$ cat config.mk
export PLATFORM = sky130hd
export DESIGN_NAME = infix_to_postfix_converter
export DESIGN_NICKNAME = d
export VERILOG_FILES = /design/src/hw/rtl/itp_pkg.sv /design/src/hw/rtl/infix_to_postfix_converter.sv /design/src/hw/rtl/itp_ram.sv /design/src/hw/rtl/itp_front.sv /design/src/hw/rtl/itp_back.sv
export SDC_FILE = /design/constraint.sdc
export NUM_CORES = 1
export LEC_CHECK = 0
export BUFFER_PORTS_ARGS = -buffer_cell sky130_fd_sc_hd__buf_2
export CAP_MARGIN = 40
export CORE_MARGIN = 5
export CORE_UTILIZATION = 66
export CTS_CLUSTER_SIZE = 14
export DETAILED_ROUTE_END_ITERATION = 8
export PLACE_DENSITY = 0.83
export SETUP_SLACK_MARGIN = 0.5
export SYNTH_ARGS = -nofsm -noshare
export SYNTH_HDL_FRONTEND = slang
export SYNTH_SLANG_ARGS = --single-unit
$ cat constraint.sdc
create_clock -name clk_i -period 9.06 [get_ports clk_i]
set_input_delay 2.265 -clock clk_i [delete_from_list [all_inputs] [get_ports clk_i]]
set_output_delay 2.265 -clock clk_i [all_outputs]
set_load 0.03 [all_outputs]
$ cat src/hw/rtl/itp_pkg.sv
// Shared types, codes and lookup functions of the infix-to-postfix converter.
// No dependencies; every other file of the block but itp_ram imports this package.
package itp_pkg;

  // Operator stack codes
  localparam logic [2:0] CODE_NONE = 3'd0;
  localparam logic [2:0] CODE_OPEN = 3'd1;
  localparam logic [2:0] CODE_ADD  = 3'd2;
  localparam logic [2:0] CODE_SUB  = 3'd3;
  localparam logic [2:0] CODE_MUL  = 3'd4;
  localparam logic [2:0] CODE_DIV  = 3'd5;

  localparam int unsigned CODE_W = 3;

  // Status codes of a result
  localparam logic [1:0] STATUS_OK          = 2'd0;
  localparam logic [1:0] STATUS_OVERFLOW    = 2'd1;
  localparam logic [1:0] STATUS_UNMATCHED_C = 2'd2;
  localparam logic [1:0] STATUS_UNMATCHED_O = 2'd3;

  // ASCII characters handled
  localparam logic [7:0] CHAR_OPEN  = 8'h28;  // (
  localparam logic [7:0] CHAR_CLOSE = 8'h29;  // )
  localparam logic [7:0] CHAR_MUL   = 8'h2A;  // *
  localparam logic [7:0] CHAR_ADD   = 8'h2B;  // +
  localparam logic [7:0] CHAR_SUB   = 8'h2D;  // -
  localparam logic [7:0] CHAR_DIV   = 8'h2F;  // /

  localparam int unsigned CMD_QUEUE_DEPTH = 2;

  typedef enum logic [2:0] {
    KIND_NONE,
    KIND_LETTER,
    KIND_OPEN,
    KIND_CLOSE,
    KIND_OPER
  } cmd_kind_e;

  typedef enum logic [1:0] {
    ST_IDLE,
    ST_MAIN,
    ST_FLUSH
  } back_state_e;

  typedef struct packed {
    logic [7:0] symbol;
    logic       end_of_expression;
  } in_item_t;

  typedef struct packed {
    logic [7:0] out_symbol;
    logic       has_symbol;
    logic [1:0] status;
    logic       expression_done;
    logic       run_last;
  } out_item_t;

  // Classified item handed from the front end to the back end
  typedef struct packed {
    cmd_kind_e  kind;
    logic [2:0] code;
    logic [7:0] symbol;
    logic       end_of_expression;
  } cmd_t;

  function automatic logic [1:0] code_prec(input logic [2:0] code);
    logic [1:0] p;
    p = 2'd0;
    case (code)
      CODE_ADD, CODE_SUB: p = 2'd1;
      CODE_MUL, CODE_DIV: p = 2'd2;
      default:            p = 2'd0;
    endcase
    return p;
  endfunction

  function automatic logic [7:0] code_char(input logic [2:0] code);
    logic [7:0] c;
    c = 8'h00;
    case (code)
      CODE_OPEN: c = CHAR_OPEN;
      CODE_ADD:  c = CHAR_ADD;
      CODE_SUB:  c = CHAR_SUB;
      CODE_MUL:  c = CHAR_MUL;
      CODE_DIV:  c = CHAR_DIV;
      default:   c = 8'h00;
    endcase
    return c;
  endfunction

endpackage

$ cat src/hw/rtl/infix_to_postfix_converter.sv
// Top level of the infix-to-postfix converter: front end, command queue, back end.
// Depends on itp_pkg, itp_front, itp_back and itp_ram.
//
// Converts an infix expression, one ASCII character per input transfer, to
// postfix with an operator stack of STACK_DEPTH entries held in a RAM with
// registered read. The front end classifies each character and queues it in a
// two-entry command queue, so input transfers continue while the back end works.
// The back end takes each command in its idle state and handles it in its main
// state; after each push or pop it waits for the RAM read of the new stack top,
// and an end of expression flushes every stacked entry in the same way.
// Ignored characters without the end flag are dropped at the input and cost
// nothing. Results leave through an output register; the last result of each
// input is marked, held until the next result or idle shows that it is last.
module infix_to_postfix_converter import itp_pkg::*; #(
  parameter int unsigned STACK_DEPTH = 32
) (
  input  logic      clk_i,
  input  logic      rst_ni,
  input  logic      in_valid_i,
  output logic      in_ready_o,
  input  in_item_t  in_item_i,
  output logic      out_valid_o,
  input  logic      out_ready_i,
  output out_item_t out_item_o
);

  logic cmd_valid;
  logic cmd_pop;
  cmd_t cmd;

  itp_front u_front (
    .clk_i       (clk_i),
    .rst_ni      (rst_ni),
    .in_valid_i  (in_valid_i),
    .in_ready_o  (in_ready_o),
    .in_item_i   (in_item_i),
    .cmd_valid_o (cmd_valid),
    .cmd_pop_i   (cmd_pop),
    .cmd_o       (cmd)
  );

  itp_back #(
    .STACK_DEPTH (STACK_DEPTH)
  ) u_back (
    .clk_i       (clk_i),
    .rst_ni      (rst_ni),
    .cmd_valid_i (cmd_valid),
    .cmd_pop_o   (cmd_pop),
    .cmd_i       (cmd),
    .out_valid_o (out_valid_o),
    .out_ready_i (out_ready_i),
    .out_item_o  (out_item_o)
  );

endmodule

$ cat src/hw/rtl/itp_ram.sv
// Generic single-port-write, single-port-read RAM with registered read data.
// No dependencies.
module itp_ram #(
  parameter int unsigned WIDTH = 3,
  parameter int unsigned DEPTH = 32
) (
  input  logic                     clk_i,
  input  logic                     we_i,
  input  logic [$clog2(DEPTH)-1:0] waddr_i,
  input  logic [WIDTH-1:0]         wdata_i,
  input  logic [$clog2(DEPTH)-1:0] raddr_i,
  output logic [WIDTH-1:0]         rdata_o
);

  logic [WIDTH-1:0] mem_q [DEPTH];
  logic [WIDTH-1:0] rdata_q;

  always_ff @(posedge clk_i) begin
    if (we_i) begin
      mem_q[waddr_i] <= wdata_i;
    end
    rdata_q <= mem_q[raddr_i];
  end

  assign rdata_o = rdata_q;

endmodule

$ cat src/hw/rtl/itp_front.sv
// Front end: accepts input characters, classifies them and queues commands.
// Depends on itp_pkg.
module itp_front import itp_pkg::*; (
  input  logic     clk_i,
  input  logic     rst_ni,
  input  logic     in_valid_i,
  output logic     in_ready_o,
  input  in_item_t in_item_i,
  output logic     cmd_valid_o,
  input  logic     cmd_pop_i,
  output cmd_t     cmd_o
);

  localparam int unsigned PW = (CMD_QUEUE_DEPTH > 1) ? $clog2(CMD_QUEUE_DEPTH) : 1;
  localparam int unsigned CW = $clog2(CMD_QUEUE_DEPTH + 1);

  cmd_t          fifo_q [CMD_QUEUE_DEPTH];
  logic [PW-1:0] wr_ptr_q, wr_ptr_d;
  logic [PW-1:0] rd_ptr_q, rd_ptr_d;
  logic [CW-1:0] cnt_q, cnt_d;
  cmd_t          cmd_new;
  logic          accept, wr_en, rd_en;

  always_comb begin
    cmd_new                   = '0;
    cmd_new.symbol            = in_item_i.symbol;
    cmd_new.end_of_expression = in_item_i.end_of_expression;
    cmd_new.kind              = KIND_NONE;
    cmd_new.code              = CODE_NONE;
    unique case (in_item_i.symbol) inside
      [8'h41:8'h5A], [8'h61:8'h7A]: cmd_new.kind = KIND_LETTER;
      CHAR_OPEN: begin
        cmd_new.kind = KIND_OPEN;
        cmd_new.code = CODE_OPEN;
      end
      CHAR_CLOSE: cmd_new.kind = KIND_CLOSE;
      CHAR_ADD: begin
        cmd_new.kind = KIND_OPER;
        cmd_new.code = CODE_ADD;
      end
      CHAR_SUB: begin
        cmd_new.kind = KIND_OPER;
        cmd_new.code = CODE_SUB;
      end
      CHAR_MUL: begin
        cmd_new.kind = KIND_OPER;
        cmd_new.code = CODE_MUL;
      end
      CHAR_DIV: begin
        cmd_new.kind = KIND_OPER;
        cmd_new.code = CODE_DIV;
      end
      default: cmd_new.kind = KIND_NONE;
    endcase
  end

  assign in_ready_o  = (cnt_q != CW'(CMD_QUEUE_DEPTH));
  assign accept      = in_valid_i && in_ready_o;
  // drop ignored characters that do not close the expression
  assign wr_en       = accept && ((cmd_new.kind != KIND_NONE) || cmd_new.end_of_expression);
  assign rd_en       = cmd_pop_i && cmd_valid_o;
  assign cmd_valid_o = (cnt_q != '0);
  assign cmd_o       = fifo_q[rd_ptr_q];

  always_comb begin
    wr_ptr_d = wr_ptr_q;
    rd_ptr_d = rd_ptr_q;
    cnt_d    = cnt_q;
    if (wr_en) begin
      wr_ptr_d = (wr_ptr_q == PW'(CMD_QUEUE_DEPTH - 1)) ? '0 : wr_ptr_q + 1'b1;
    end
    if (rd_en) begin
      rd_ptr_d = (rd_ptr_q == PW'(CMD_QUEUE_DEPTH - 1)) ? '0 : rd_ptr_q + 1'b1;
    end
    if (wr_en && !rd_en) begin
      cnt_d = cnt_q + 1'b1;
    end else if (rd_en && !wr_en) begin
      cnt_d = cnt_q - 1'b1;
    end
  end

  always_ff @(posedge clk_i or negedge rst_ni) begin
    if (!rst_ni) begin
      wr_ptr_q <= '0;
      rd_ptr_q <= '0;
      cnt_q    <= '0;
    end else begin
      wr_ptr_q <= wr_ptr_d;
      rd_ptr_q <= rd_ptr_d;
      cnt_q    <= cnt_d;
    end
  end

  always_ff @(posedge clk_i) begin
    if (wr_en) begin
      fifo_q[wr_ptr_q] <= cmd_new;
    end
  end

endmodule

$ cat src/hw/rtl/itp_back.sv
// Back end: runs queued commands against the operator stack and emits results.
// Depends on itp_pkg and itp_ram.
module itp_back import itp_pkg::*; #(
  parameter int unsigned STACK_DEPTH = 32
) (
  input  logic      clk_i,
  input  logic      rst_ni,
  input  logic      cmd_valid_i,
  output logic      cmd_pop_o,
  input  cmd_t      cmd_i,
  output logic      out_valid_o,
  input  logic      out_ready_i,
  output out_item_t out_item_o
);

  localparam int unsigned AW = $clog2(STACK_DEPTH);
  localparam int unsigned CW = $clog2(STACK_DEPTH + 1);

  back_state_e   state_q, state_d;
  cmd_t          cmd_q;
  logic [CW-1:0] count_q, count_d;
  logic          top_ok_q, top_ok_d;
  logic          open_seen_q, open_seen_d;
  logic          pend_valid_q, pend_valid_d;
  out_item_t     pend_q, pend_d;
  logic          out_valid_q, out_valid_d;
  out_item_t     out_q, out_d;

  logic          push, pop, gen, release_last, out_load;
  out_item_t     gen_res;
  logic [2:0]    top_code;
  logic          empty, full, out_free, can_gen, take, pop_cand;
  back_state_e   nxt;

  itp_ram #(
    .WIDTH (CODE_W),
    .DEPTH (STACK_DEPTH)
  ) u_stack (
    .clk_i   (clk_i),
    .we_i    (push),
    .waddr_i (AW'(count_q)),
    .wdata_i (cmd_q.code),
    .raddr_i (AW'(count_q - 1'b1)),
    .rdata_o (top_code)
  );

  assign empty    = (count_q == '0);
  assign full     = (count_q == CW'(STACK_DEPTH));
  assign out_free = !out_valid_q || out_ready_i;
  assign can_gen  = !pend_valid_q || out_free;
  assign nxt      = cmd_q.end_of_expression ? ST_FLUSH : ST_IDLE;
  assign pop_cand = (cmd_q.kind == KIND_OPER) && !empty && (top_code != CODE_OPEN) &&
                    (code_prec(top_code) >= code_prec(cmd_q.code));

  always_comb begin
    state_d      = state_q;
    open_seen_d  = open_seen_q;
    push         = 1'b0;
    pop          = 1'b0;
    gen          = 1'b0;
    gen_res      = '0;
    release_last = 1'b0;
    take         = 1'b0;
    cmd_pop_o    = 1'b0;

    unique case (state_q)
      ST_IDLE: begin
        // the held result of the previous item goes out marked as its last
        release_last = pend_valid_q && out_free;
        take         = !pend_valid_q || out_free;
        if (take && cmd_valid_i) begin
          cmd_pop_o   = 1'b1;
          open_seen_d = 1'b0;
          state_d     = ST_MAIN;
        end
      end

      ST_MAIN: begin
        unique case (cmd_q.kind)
          KIND_LETTER: begin
            if (can_gen) begin
              gen                = 1'b1;
              gen_res.out_symbol = cmd_q.symbol;
              gen_res.has_symbol = 1'b1;
              state_d            = nxt;
            end
          end
          KIND_OPEN, KIND_OPER: begin
            if ((cmd_q.kind == KIND_OPER) && !empty && !top_ok_q) begin
              // hold until the stack top has been read back
            end else if (pop_cand) begin
              if (can_gen) begin
                gen                = 1'b1;
                gen_res.out_symbol = code_char(top_code);
                gen_res.has_symbol = 1'b1;
                pop                = 1'b1;
              end
            end else if (full) begin
              if (can_gen) begin
                gen            = 1'b1;
                gen_res.status = STATUS_OVERFLOW;
                state_d        = nxt;
              end
            end else begin
              push    = 1'b1;
              state_d = nxt;
            end
          end
          KIND_CLOSE: begin
            if (empty) begin
              if (can_gen) begin
                gen            = 1'b1;
                gen_res.status = STATUS_UNMATCHED_C;
                state_d        = nxt;
              end
            end else if (!top_ok_q) begin
              // hold until the stack top has been read back
            end else if (top_code == CODE_OPEN) begin
              pop     = 1'b1;
              state_d = nxt;
            end else if (can_gen) begin
              gen                = 1'b1;
              gen_res.out_symbol = code_char(top_code);
              gen_res.has_symbol = 1'b1;
              pop                = 1'b1;
            end
          end
          default: state_d = nxt;
        endcase
      end

      ST_FLUSH: begin
        if (empty) begin
          if (can_gen) begin
            gen                     = 1'b1;
            gen_res.status          = open_seen_q ? STATUS_UNMATCHED_O : STATUS_OK;
            gen_res.expression_done = 1'b1;
            state_d                 = ST_IDLE;
          end
        end else if (!top_ok_q) begin
          // hold until the stack top has been read back
        end else if (top_code == CODE_OPEN) begin
          pop         = 1'b1;
          open_seen_d = 1'b1;
        end else if (can_gen) begin
          gen                = 1'b1;
          gen_res.out_symbol = code_char(top_code);
          gen_res.has_symbol = 1'b1;
          pop                = 1'b1;
        end
      end

      default: state_d = ST_IDLE;
    endcase
  end

  // One result is held back until the next one shows whether it is the last.
  always_comb begin
    out_load     = release_last || (gen && pend_valid_q);
    out_d        = pend_q;
    out_d.run_last = release_last;
    pend_d       = gen ? gen_res : pend_q;
    pend_valid_d = gen ? 1'b1 : (release_last ? 1'b0 : pend_valid_q);
    out_valid_d  = out_load ? 1'b1 : (out_ready_i ? 1'b0 : out_valid_q);
    top_ok_d     = !(push || pop);
    count_d      = count_q;
    if (push) begin
      count_d = count_q + 1'b1;
    end else if (pop) begin
      count_d = count_q - 1'b1;
    end
  end

  always_ff @(posedge clk_i or negedge rst_ni) begin
    if (!rst_ni) begin
      state_q      <= ST_IDLE;
      count_q      <= '0;
      top_ok_q     <= 1'b0;
      open_seen_q  <= 1'b0;
      pend_valid_q <= 1'b0;
      out_valid_q  <= 1'b0;
    end else begin
      state_q      <= state_d;
      count_q      <= count_d;
      top_ok_q     <= top_ok_d;
      open_seen_q  <= open_seen_d;
      pend_valid_q <= pend_valid_d;
      out_valid_q  <= out_valid_d;
    end
  end

  always_ff @(posedge clk_i) begin
    if (cmd_pop_o) begin
      cmd_q <= cmd_i;
    end
    pend_q <= pend_d;
    if (out_load) begin
      out_q <= out_d;
    end
  end

  assign out_valid_o = out_valid_q;
  assign out_item_o  = out_q;

endmodule

Word level (Yosys, flattened, before mapping):

Memories as Yosys holds them, arrays and structs flattened. A register that Yosys moved wholly into a read port is not among the register bits.
Index checks and enable logic that the tools add are counted.

* add/sub/neg operators: 6
* order comparisons: 5
* equality and inequality tests: 34
* multiplexer cells: 81
* reductions and logical operators: 45

Operators by type and width (number)
* $mux W9: 6
* $eq A8 B6 Y1 const B: 6
* $mux W2: 18
* $mux W1: 35
* $pmux W6 S5: 1
* $pmux W9 S3: 1
* $pmux W6 S4: 1
* $pmux W11 S2: 1
* $eq A3 B2 Y1 const B: 6
* $ge A8 B7 Y1 const B: 2
* $le A8 B7 Y1 const B: 2
* $eq A3 B3 Y1 const B: 5
* $pmux W3 S5: 1
* $logic_and A1 B1 Y1: 14
* $mux W6: 2
* $pmux W2 S2: 3
* $pmux W2 S3: 2
* $pmux W3 S4: 1
* $reduce_bool A2 Y1: 6
* $reduce_or A2 Y1: 6
* $mux W11: 1
* $ne A2 B1 Y1 const B: 5
* $ne A4 B2 Y1 const B: 2
* $pmux W1 S2: 4
* 25 further kinds: 40

* register bits: 41
* RAM bits: 126
* input port bits: 13
* output and inout bits: 15
* word-level logic and storage cells: 191
* memories kept: 2

Memory list
* u_back.u_stack.mem_q: depth 32, width 3, rd ports 1, clocked after memory_dff 1, write ports 1, RTL line itp_ram.sv:15 `logic [WIDTH-1:0] mem_q [DEPTH];`
* u_front.fifo_q: depth 2, width 15, rd ports 1, clocked after memory_dff 1, write ports 1, RTL line itp_front.sv:17 `cmd_t fifo_q [CMD_QUEUE_DEPTH];`

Depth between registers and ports, before layout:

Gate-level depths: netlist (run 1).

* depth in word-level cells: 12
* gate-level depth with buffers: 11
* depth with buffers taken out: 9

Cells and area by module:

A second synthesis (run 1) with hierarchy kept.

* cell total of the unflattened synthesis: 485
* area, all modules: 7951.4 µm²

Modules (own cells, without submodules)
* itp_ram: times used 1, cells each 185, area an instance 3916.3 µm²
* itp_back: times used 1, cells each 211, area an instance 2578.7 µm²
* itp_front: times used 1, cells each 89, area an instance 1456.4 µm²

Least setup slack after synthesis (run 1):

Ideal clock, no wire load.

* path kind: in2reg
* start point: in in_item_i[3] (netlist bit)
* end point: mem u_front.fifo_q[0][0] (netlist bit) (enable)
* library setup time: 0.386 ns
* data arrival time: 3.907 ns
* required time: 8.674 ns
* path slack: 4.766 ns
* cell stages on the path: 6
* path buffers: 1
* cells stage by stage: clkbuf_1 > or3_1 > nor3_1 > nor4b_1 > o311ai_1 > nor2_1

* cells in the longest elaborated chain, start to end: 9
* elaborated cells on any way between the ends: 20
* classes of those cells: 4 x order compare; 6 x eq/ne; 3 x mux; 7 x reduce/logical

Ends and longest elaborated chain
* from (decl): RTL line infix_to_postfix_converter.sv:21 `input in_item_t in_item_i,`
* $ge A8 B7 Y1 (no source line) or $le A8 B7 Y1 (tied branches)
* $logic_and A1 B1 Y1 (no source line)
* $reduce_or A2 Y1: RTL line itp_front.sv:30 `unique case (in_item_i.symbol) inside`
* $pmux W3 S4 *: RTL line itp_front.sv:30
* $reduce_bool A3 Y1 *: RTL line itp_front.sv:60 `assign wr_en = accept && ((cmd_new.kind != KIND_NONE) || cmd_new.end_of_expression);`
* $logic_or A1 B1 Y1 *: RTL line itp_front.sv:60
* $logic_and A1 B1 Y1 *: RTL line itp_front.sv:60
* $mux W1 *: RTL line itp_front.sv:95 `if (wr_en) begin`
* $mux W1 (not written as such) *: RTL line itp_front.sv:96 `fifo_q[wr_ptr_q] <= cmd_new;`
* to (decl): RTL line itp_front.sv:17

Mark *: on every way between the ends. The rest lies on a longest branch, timed or not.

Worst setup path after layout (run 1):

* start point: in in_item_i[1] (netlist bit)
* end point: mem u_front.fifo_q[1][14] (netlist bit) (enable)

* cells in the longest elaborated chain, start to end: 9
* elaborated cells on any way between the ends: 20
* classes of those cells: 4 x order compare; 6 x eq/ne; 3 x mux; 7 x reduce/logical

Ends and longest elaborated chain
* $ge A8 B7 Y1 (no source line) or $le A8 B7 Y1 (tied branches)
* $logic_and A1 B1 Y1 (no source line)
* $reduce_or A2 Y1: RTL line itp_front.sv:30
* $pmux W3 S4 *: RTL line itp_front.sv:30
* $reduce_bool A3 Y1 *: RTL line itp_front.sv:60
* $logic_or A1 B1 Y1 *: RTL line itp_front.sv:60
* $logic_and A1 B1 Y1 *: RTL line itp_front.sv:60
* net u_front.wr_en: RTL line itp_front.sv:22 `logic accept, wr_en, rd_en;`
* $mux W1 *: RTL line itp_front.sv:95
* $mux W1 (not written as such) *: RTL line itp_front.sv:96

Mark *: on every way through the listed nets, which the timed path passes. The rest lies on a longest branch.

==> summary.md, run 1 <==
| Metric | Value |
|---|---|
| Worst Clk Skew | `between 9 and 10 ps` |
| Vias in the first global route | `4,427` |
| Initial Util | `around two thirds` |
| Syn Nets | `490` |
| Final Max Tran Viols | `0` |
| Power per cell area | `~340 mW/mm2` |
| Clock Latency Late Sink | `430 ps` |
| RSZ-0062 raised after global routing | `false` |
| First-pass GRT wire length | `roughly 24,000 um` |
| Top FF cell, synth | `edfxtp_1` |
| Multi-input logic area | `~0.0022 mm2` |
| Hold buffer count at CTS | `0` |
| Critical Path AT | `around 4200 ps` |
| IO buf count | `27` |
| GR Overflow Total | `0` |
| Crit share post-route | `between 40% and 50%` |
| Routed wire length | `approximately 15,000 um` |
| Post-DR wirelength/cell | `22.15 um` |
| Num CTS Buffers | `17` |
| DP HPWL | `9486 um` |
| Routability cong. | `approximately 0.93` |
| Area of the mapped netlist | `just under 0.008 mm2` |
| Psw | `~1.0 mW` |
| Most common cell after layout, fill and taps aside | `edfxtp_1` |
| Fillers | `about 620` |
| Core area | `0.01147 mm2` |
| Reg area | `between 0.005 and 0.006 mm2` |
| Cells after Synth | `approximately 470` |
| Reg power frac | `43.4%` |
| Share of synthesized registers carrying an async set or reset | `8.649%` |
| Die Area | `about 0.014 mm2` |
| Hold Crit Class | `flip-flop to flip-flop` |
| Width of the chip | `roughly 120 um` |
| Internal power | `1.955 mW` |
| Setup bufs post-CTS | `0` |
| CTS Buffer Depth | `2` |
| Largest net degree at the start of global routing | `35` |
| CTS tree | `done` |
| # rows | `39` |
| H-tree level count | `4` |
| Most frequent cells in the layout | `166 x edfxtp_1, 48 x nor2_1, 30 x mux4_2` |
| Clk slew on worst S/H paths | `70 ps` |
| Final total power | `2.954 mW` |
| Maximum vdd drop | `0.0002233 V` |
| Post-route DRC | `0` |
| Kind of critical path | `primary input to flip-flop` |
| Tmin final | `~4100 ps` |
| Relative slew slack | `between 30% and 40%` |
| Post-CTS sizing | `0` |
| GR Util All Layers | `between 20% and 30%` |
| TritonRoute pass-1 iters | `5` |
| Mean Syn Cell Area | `16.58 um2` |
| Leakage | `roughly 2.9 nW` |
| Final Hold Fails | `0` |
| Power share of the clock group | `between 20 and 25%` |
| DRT iter0 DRCs | `463` |
| Netlist cell types | `62` |
| Antenna fix cells | `0` |
| CTS Sinks | `about 190` |
| Yosys warns | `0` |
| Root buf cell | `clkbuf_16` |
| Synthesis-to-layout area growth | `11.47%` |
| Post-synthesis sequential area ratio | `between 70% and 80%` |
| Crit path max fanout | `15` |
| Layout Nets | `approximately 530` |
| Die height | `around 120 um` |
| Worst Setup Start Kind | `primary input` |
| Post-route ant nets | `0` |
| Setup TNS | `0 ps` |
| Switching share of power | `33.84%` |
| Final setup violation count | `0` |
| Status | `completed` |
| Number of synthesized register bits | `around 190` |
| F_max | `245.2 MHz` |
| Initial antenna violation count | `0` |
| I/O pin count | `28` |
| Via count | `about 4,200` |
| Required time of the critical path | `approximately 9000 ps` |
| Worst slew pin tran | `approximately 950 ps` |
| Share of cells above drive strength 1 | `between 20 and 25%` |
| Combinational Power Share | `33.6%` |
| EDFF count, synth | `between 150 and 200` |
| Vias per cell | `6.384` |
| Critical path capture point type | `flip-flop` |
| Max-cap violations | `0` |
==> logic make-up after synthesis <==
kind of cell	count (synthesis)	share of synthesized area [%]
AO/OA/AOI/OAI	48	4.493
XOR/XNOR	15	1.697
adder cells (fa/ha/maj)	10	1.616
buffers and inverters	25	1.309
flip-flops	185	70.33
multiplexers	50	11.60
AND/OR/NAND/NOR	134	8.953
==> critical path: stages <==
cell and delay, ps:
buf_2 140, or3_1 400, nor3_1 190, nor4b_1 100, o311ai_1 480, inv_1 160, and2_1 430
==> final timing paths <==
check                                              start                         endpoint  slack (ps)  cells past startpoint
setup / recovery                            in_item_i[1]  u_front.fifo_q[1][14]$_DFFE_PP_        4980                      7
hold / removal                 u_back.out_d[8]$_DFFE_PP_   u_back.out_item_o[8]$_DFFE_PP_         420                      0
setup reg to reg           u_back.count_q[0]$_DFFE_PN0N_        u_back.out_d[4]$_DFFE_PP_        5640                     10
hold reg to reg                u_back.out_d[8]$_DFFE_PP_   u_back.out_item_o[8]$_DFFE_PP_         420                      0
max in group asynchronous                         rst_ni    u_back.count_q[0]$_DFFE_PN0N_        7020                      1
min in group asynchronous                         rst_ni    u_back.state_q[0]$_DFFE_PN0P_        1750                      1
==> area by class of cell <==
class / instances / area share (%)
sequential: 185 / 63.09
multi-input combinational: 257 / 25.44
clock buffer: 18 / 4.972
timing repair buffer: 35 / 2.537
tap: 143 / 2.073
clock inverter: 14 / 1.363
inverter: 12 / 0.5219
==> metal layers <==
metal	vias up	wire (um)	track usage [%]
li1	1900	-	-
met1	2146	6081	31.62
met2	175	7542	36.53
met3	18	907	5.062
met4	0	176	6.165
met5	-	0	0
==> synthesized netlist by cell type (3+ instances only) <==
library cell,count,share of area (%)
a21oi_1,13,0.84
a22o_1,3,0.34
and2_1,7,0.57
and3_1,3,0.24
buf_2,3,0.19
clkbuf_1,8,0.39
dfrtp_1,16,5.2
dfxtp_1,3,0.78
edfxtp_1,166,64
ha_1,10,1.6
inv_1,12,0.58
mux2_2,18,2.6
mux4_2,30,8.7
nand2_1,23,1.1
nand2b_1,7,0.57
nand3_1,7,0.45
nand3b_1,4,0.39
nor2_1,48,2.3
nor3_1,5,0.32
nor3b_1,4,0.39
nor4_1,3,0.24
o211ai_1,3,0.29
o21ai_0,4,0.26
or3_1,4,0.32
xnor2_1,11,1.2
xor2_1,4,0.45
==> power by group through the flow <==
stage | clock network [mW] | logic, mW | registers (mW)
after floorplan | 0 | 0.695 | 1.27
after global routing | 0.729 | 1.07 | 1.30
after detailed placement | 0 | 0.977 | 1.29
after global placement | 0 | 0.898 | 1.28
final | 0.680 | 0.991 | 1.28
after CTS | 0.684 | 0.995 | 1.28
==> sequential cells by signal, indices dropped and copies added, names as in the netlist <==
| register | count |
|---|---|
| u_back.cmd_q | 15 |
| u_back.count_q | 6 |
| u_back.open_seen_q | 1 |
| u_back.out_d | 12 |
| u_back.out_item_o | 13 |
| u_back.out_valid_o | 1 |
| u_back.pend_valid_q | 1 |
| u_back.state_q | 2 |
| u_back.top_ok_q | 1 |
| u_back.u_stack.mem_q | 96 |
| u_back.u_stack.rdata_o | 3 |
| u_front.cnt_q | 2 |
| u_front.fifo_q | 30 |
| u_front.rd_ptr_q | 1 |
| u_front.wr_ptr_q | 1 |
==> metrics by stage <==
step | setup slack (ps) | hold slack [ps] | area [um2] | instances | util [%]
CTS | 4997 | 426.8 | 8631 | 664 | 75.26
floorplan | 4766 | 400.3 | 7742 | 467 | -
global route | 4838 | 438.7 | 8631 | 664 | 75.26
finish | 4982 | 423.6 | 8631 | 664 | 75.26
detailed placement | 4613 | 411.8 | 8084 | 632 | 70.50
global placement | 4501 | 400.4 | 8023 | 627 | 69.96
Power figures use the tool's default switching activity.
==> run 2, diff against run 1 <==
--- a/config.mk
+++ b/config.mk
@@ -5,13 +5,14 @@
 export SDC_FILE = /design/constraint.sdc
 export NUM_CORES = 1
 export LEC_CHECK = 0
+export ABC_AREA = 1
 export BUFFER_PORTS_ARGS = -buffer_cell sky130_fd_sc_hd__buf_2
 export CAP_MARGIN = 40
 export CORE_MARGIN = 5
-export CORE_UTILIZATION = 66
+export CORE_UTILIZATION = 56
 export CTS_CLUSTER_SIZE = 14
 export DETAILED_ROUTE_END_ITERATION = 8
-export PLACE_DENSITY = 0.83
+export PLACE_DENSITY = 0.75
 export SETUP_SLACK_MARGIN = 0.5
 export SYNTH_ARGS = -nofsm -noshare
 export SYNTH_HDL_FRONTEND = slang
==> constraint.sdc (replaced) <==
create_clock -name clk_i -period 3.5 [get_ports clk_i]
set_input_delay 0.875 -clock clk_i [delete_from_list [all_inputs] [get_ports clk_i]]
set_output_delay 0.875 -clock clk_i [all_outputs]
set_load 0.03 [all_outputs]
==> run 2 against run 1 <==
Synthesized cell count increased by 63%. Non-clock buffer count did not move. Total power grew to 2.8 times the previous value. Critical path type is now flip-flop to flip-flop. Largest power group is now combinational logic.
==> summary.md, run 2 <==
| Metric | Value |
|---|---|
| CTS Buffer Depth | `2` |
| Largest registers | `u_back.u_stack.mem_q x96, u_front.fifo_q x30, u_back.cmd_q x15` |
| Mux share of post-synthesis cell area | `less than 1%` |
| Max reg flops | `96` |
| Post-route DRC | `0` |
| Register bank with the most flops | `u_back.u_stack.mem_q` |
| Worst slew pin tran | `702.6 ps` |
| GR Overflow Total | `0` |
| Cell with the most instances after synthesis | `edfxtp_1` |
| DRT iter0 DRCs | `between 600 and 700` |
| EDFF count, synth | `approximately 170` |
| Max-cap violations | `0` |
| Maximum vdd drop | `approximately 0.00048 V` |
| Post-Synth XOR/XNOR Area | `roughly 1.4%` |
| Routability cong. | `~0.94` |
| Crit path max fanout | `13` |
| GR Util All Layers | `between 20 and 25%` |
| Multi-input logic area | `0.002407 mm2` |
| TritonRoute pass-1 iters | `5` |
| Setup bufs post-CTS | `0` |
| Initial antenna violation count | `0` |
| Tmin final | `between 2000 and 3000 ps` |
| Crit share post-route | `between 70 and 80%` |
| Worst Clk Skew | `approximately 11 ps` |
| Relative slew slack | `53.00%` |
| Top-area cell type share of the netlist area | `about three fifths` |
| M2 GR Usage | `about a third` |
| Vias in the first global route | `approximately 5,400` |
| DP HPWL | `roughly 11,000 um` |
| R2R Path Start | `u_back.count_q[1]$_DFFE_PN0N_` |
| Met3 GRT Util | `between 4 and 5%` |
| Required time of the critical path | `~3600 ps` |
| Area of the mapped netlist | `just over 0.008 mm2` |
| Largest family of logic cells by synthesized area | `simple AND/OR/NAND/NOR gates` |
| Final Hold Fails | `0` |
| I/O pin count | `28` |
| Synth Area in Compound Gates | `about 8.3%` |
| Core area | `between 0.01 and 0.015 mm2` |
| Busiest grt layer | `met2` |
| Status | `completed` |
| Largest net degree at the start of global routing | `53` |
| # rows | `44` |
| Share of synthesized registers carrying an async set or reset | `8.649%` |
| R2R Path End | `u_back.out_item_o[5]$_DFFE_PP_` |
| Layout Nets | `just over 800` |
| Initial Util | `between 50 and 60%` |
| Met1 Track Usage GR | `between 20% and 30%` |
| End of the critical path | `u_back.out_item_o[5]$_DFFE_PP_` |
| F_max | `about 380 MHz` |
| Reg area | `0.005445 mm2` |
| Root buf cell | `clkbuf_16` |
| Yosys warns | `0` |
| Most frequent cells in the layout | `166 x edfxtp_1, 142 x nand2_1, 135 x nor2_1` |
| Cells after Synth | `760` |
| RSZ-0062 raised after global routing | `false` |
| Clock Latency Late Sink | `roughly 430 ps` |
| Post-route ant nets | `0` |
| Power per cell area | `roughly 920 mW/mm2` |
| Synthesis-to-layout area growth | `10.74%` |
| Cell taking the most area after synthesis | `edfxtp_1` |
| Final setup violation count | `0` |
| Post-CTS sizing | `0` |
| IO buf count | `27` |
| Clk slew on worst S/H paths | `around 70 ps` |
| CTS Sinks | `~190` |
| Hold Crit Class | `primary input to asynchronous set/reset pin` |
| First-pass GRT wire length | `27,230 um` |
| Critical path capture point type | `flip-flop` |
| Critical Path AT | `~2700 ps` |
| Die Area | `~0.017 mm2` |
| Num CTS Buffers | `17` |
| Final total power | `about 8.4 mW` |
| Die height | `between 100 and 150 um` |
| Fillers | `around 1,100` |
| Kind of critical path | `flip-flop to flip-flop` |
| Width of the chip | `between 100 and 150 um` |
| Via count | `roughly 5,600` |
| Crit. Startpoint | `u_back.count_q[1]$_DFFE_PN0N_` |
| Setup TNS | `0 ps` |
| Routed wire length | `~17,000 um` |
| Top cells by area, synth | `edfxtp_1 61%, nand2_1 6.5%, nor2_1 6.2%` |
| Worst Setup Start Kind | `flip-flop` |
| Vias per cell | `about 5.7` |
| R2R depth | `14` |
| Final Max Tran Viols | `0` |
| Post-Synth Adder-Cell Area | `1.528%` |
| Syn Nets | `roughly 780` |
| Share of cells above drive strength 1 | `a little under an eighth` |
| Synth cell count leaders | `166 x edfxtp_1, 142 x nand2_1, 135 x nor2_1` |
| Most common cell after layout, fill and taps aside | `edfxtp_1` |
| Simple-gate share of the synthesized area | `between 10% and 20%` |
| Leakage | `3.473 nW` |
| Hold buffer count at CTS | `0` |
| Post-synthesis sequential area ratio | `66.48%` |
| CTS tree | `done` |
| Top FF cell, synth | `edfxtp_1` |
| Number of synthesized register bits | `185` |
| Mean Syn Cell Area | `10.78 um2` |
| Flop2flop setup slack | `between 800 and 900 ps` |
| H-tree level count | `4` |
| Antenna fix cells | `0` |
| Post-DR wirelength/cell | `about 17 um` |
| Netlist cell types | `between 40 and 50` |
[run 2: cell types whose count changed after synthesis, sizes merged, moves of 18 or more]
| cell | change |
|---|---|
| o21ai | +92 |
| mux2 | -18 |
| nor2 | +91 |
| inv | +48 |
| mux4 | -30 |
| nand3 | +26 |
| nand2 | +123 |
[run 2: cell type report]
class	count	area share, %
clock buffer	19	4.883
clock inverter	13	1.090
inverter	60	2.538
sequential	185	60.04
multi-input combinational	491	26.54
tap	184	2.538
timing repair buffer	35	2.373
[run 2: cells by family after synthesis]
logic type                 after synthesis
and+or+nand+nor                        338
DFF                                    185
AOI/OAI and AO/OA                      128
buffers and inverters                   84
xor gates and xnor gates                12
adders and majority gates               10
muxes                                    3
[run 2: metrics by stage]
step	setup slack [ps]	util, %	instances	area [um2]	hold WS [ps]
finish	838.4	62.88	987	9070	374.7
global route	645.3	62.88	987	9070	404.3
CTS	856.2	62.88	987	9070	377.1
detailed placement	517.8	59.13	955	8528	404.5
global placement	662.9	58.93	954	8501	404.2
floorplan	614.1	-	760	8190	400.3
[run 2: how the worst min path moves through the flow]
| stage | start | endpoint | slack (ps) | depth (start not counted) |
|---|---|---|---|---|
| 2_1_floorplan | u_back.out_d[10]$_DFFE_PP_ | u_back.out_item_o[10]$_DFFE_PP_ | 400 | 0 |
| 3_3_place_gp | u_back.out_d[3]$_DFFE_PP_ | u_back.out_item_o[3]$_DFFE_PP_ | 400 | 0 |
| 3_5_place_dp | u_back.out_d[10]$_DFFE_PP_ | u_back.out_item_o[10]$_DFFE_PP_ | 400 | 0 |
| 4_1_cts | rst_ni | u_back.out_valid_o$_DFFE_PN0P_ | 380 | 1 |
| 5_1_grt | rst_ni | u_front.wr_ptr_q$_DFFE_PN0P_ | 400 | 1 |
| 6_report | rst_ni | u_back.out_valid_o$_DFFE_PN0P_ | 370 | 1 |
[run 2: where the power goes]
group | total (mW) | switching, mW | internal, mW
Sequential | 3.27 | 0.253 | 3.02
Combinational | 3.36 | 2.37 | 0.990
Clock | 1.75 | 0.815 | 0.933
Total | 8.38 | 3.44 | 4.94
[run 2: worst max-delay path: stages (launching register included)]
cell	delay, ps
dfrtp_1	430
inv_1	150
ha_1	280
inv_2	80
nor2_4	110
nand3_4	140
nand3_2	160
nand2_1	120
inv_1	70
nand2_1	50
nand2_1	60
nand2_1	50
nand2_1	80
nand3_1	90
nand2_1	410
[run 2: metal layers]
metal	routed length, um	share of wire [%]
met1	7209	43
met2	7915	48
met3	1136	6.9
met4	321	1.9
met5	0	0
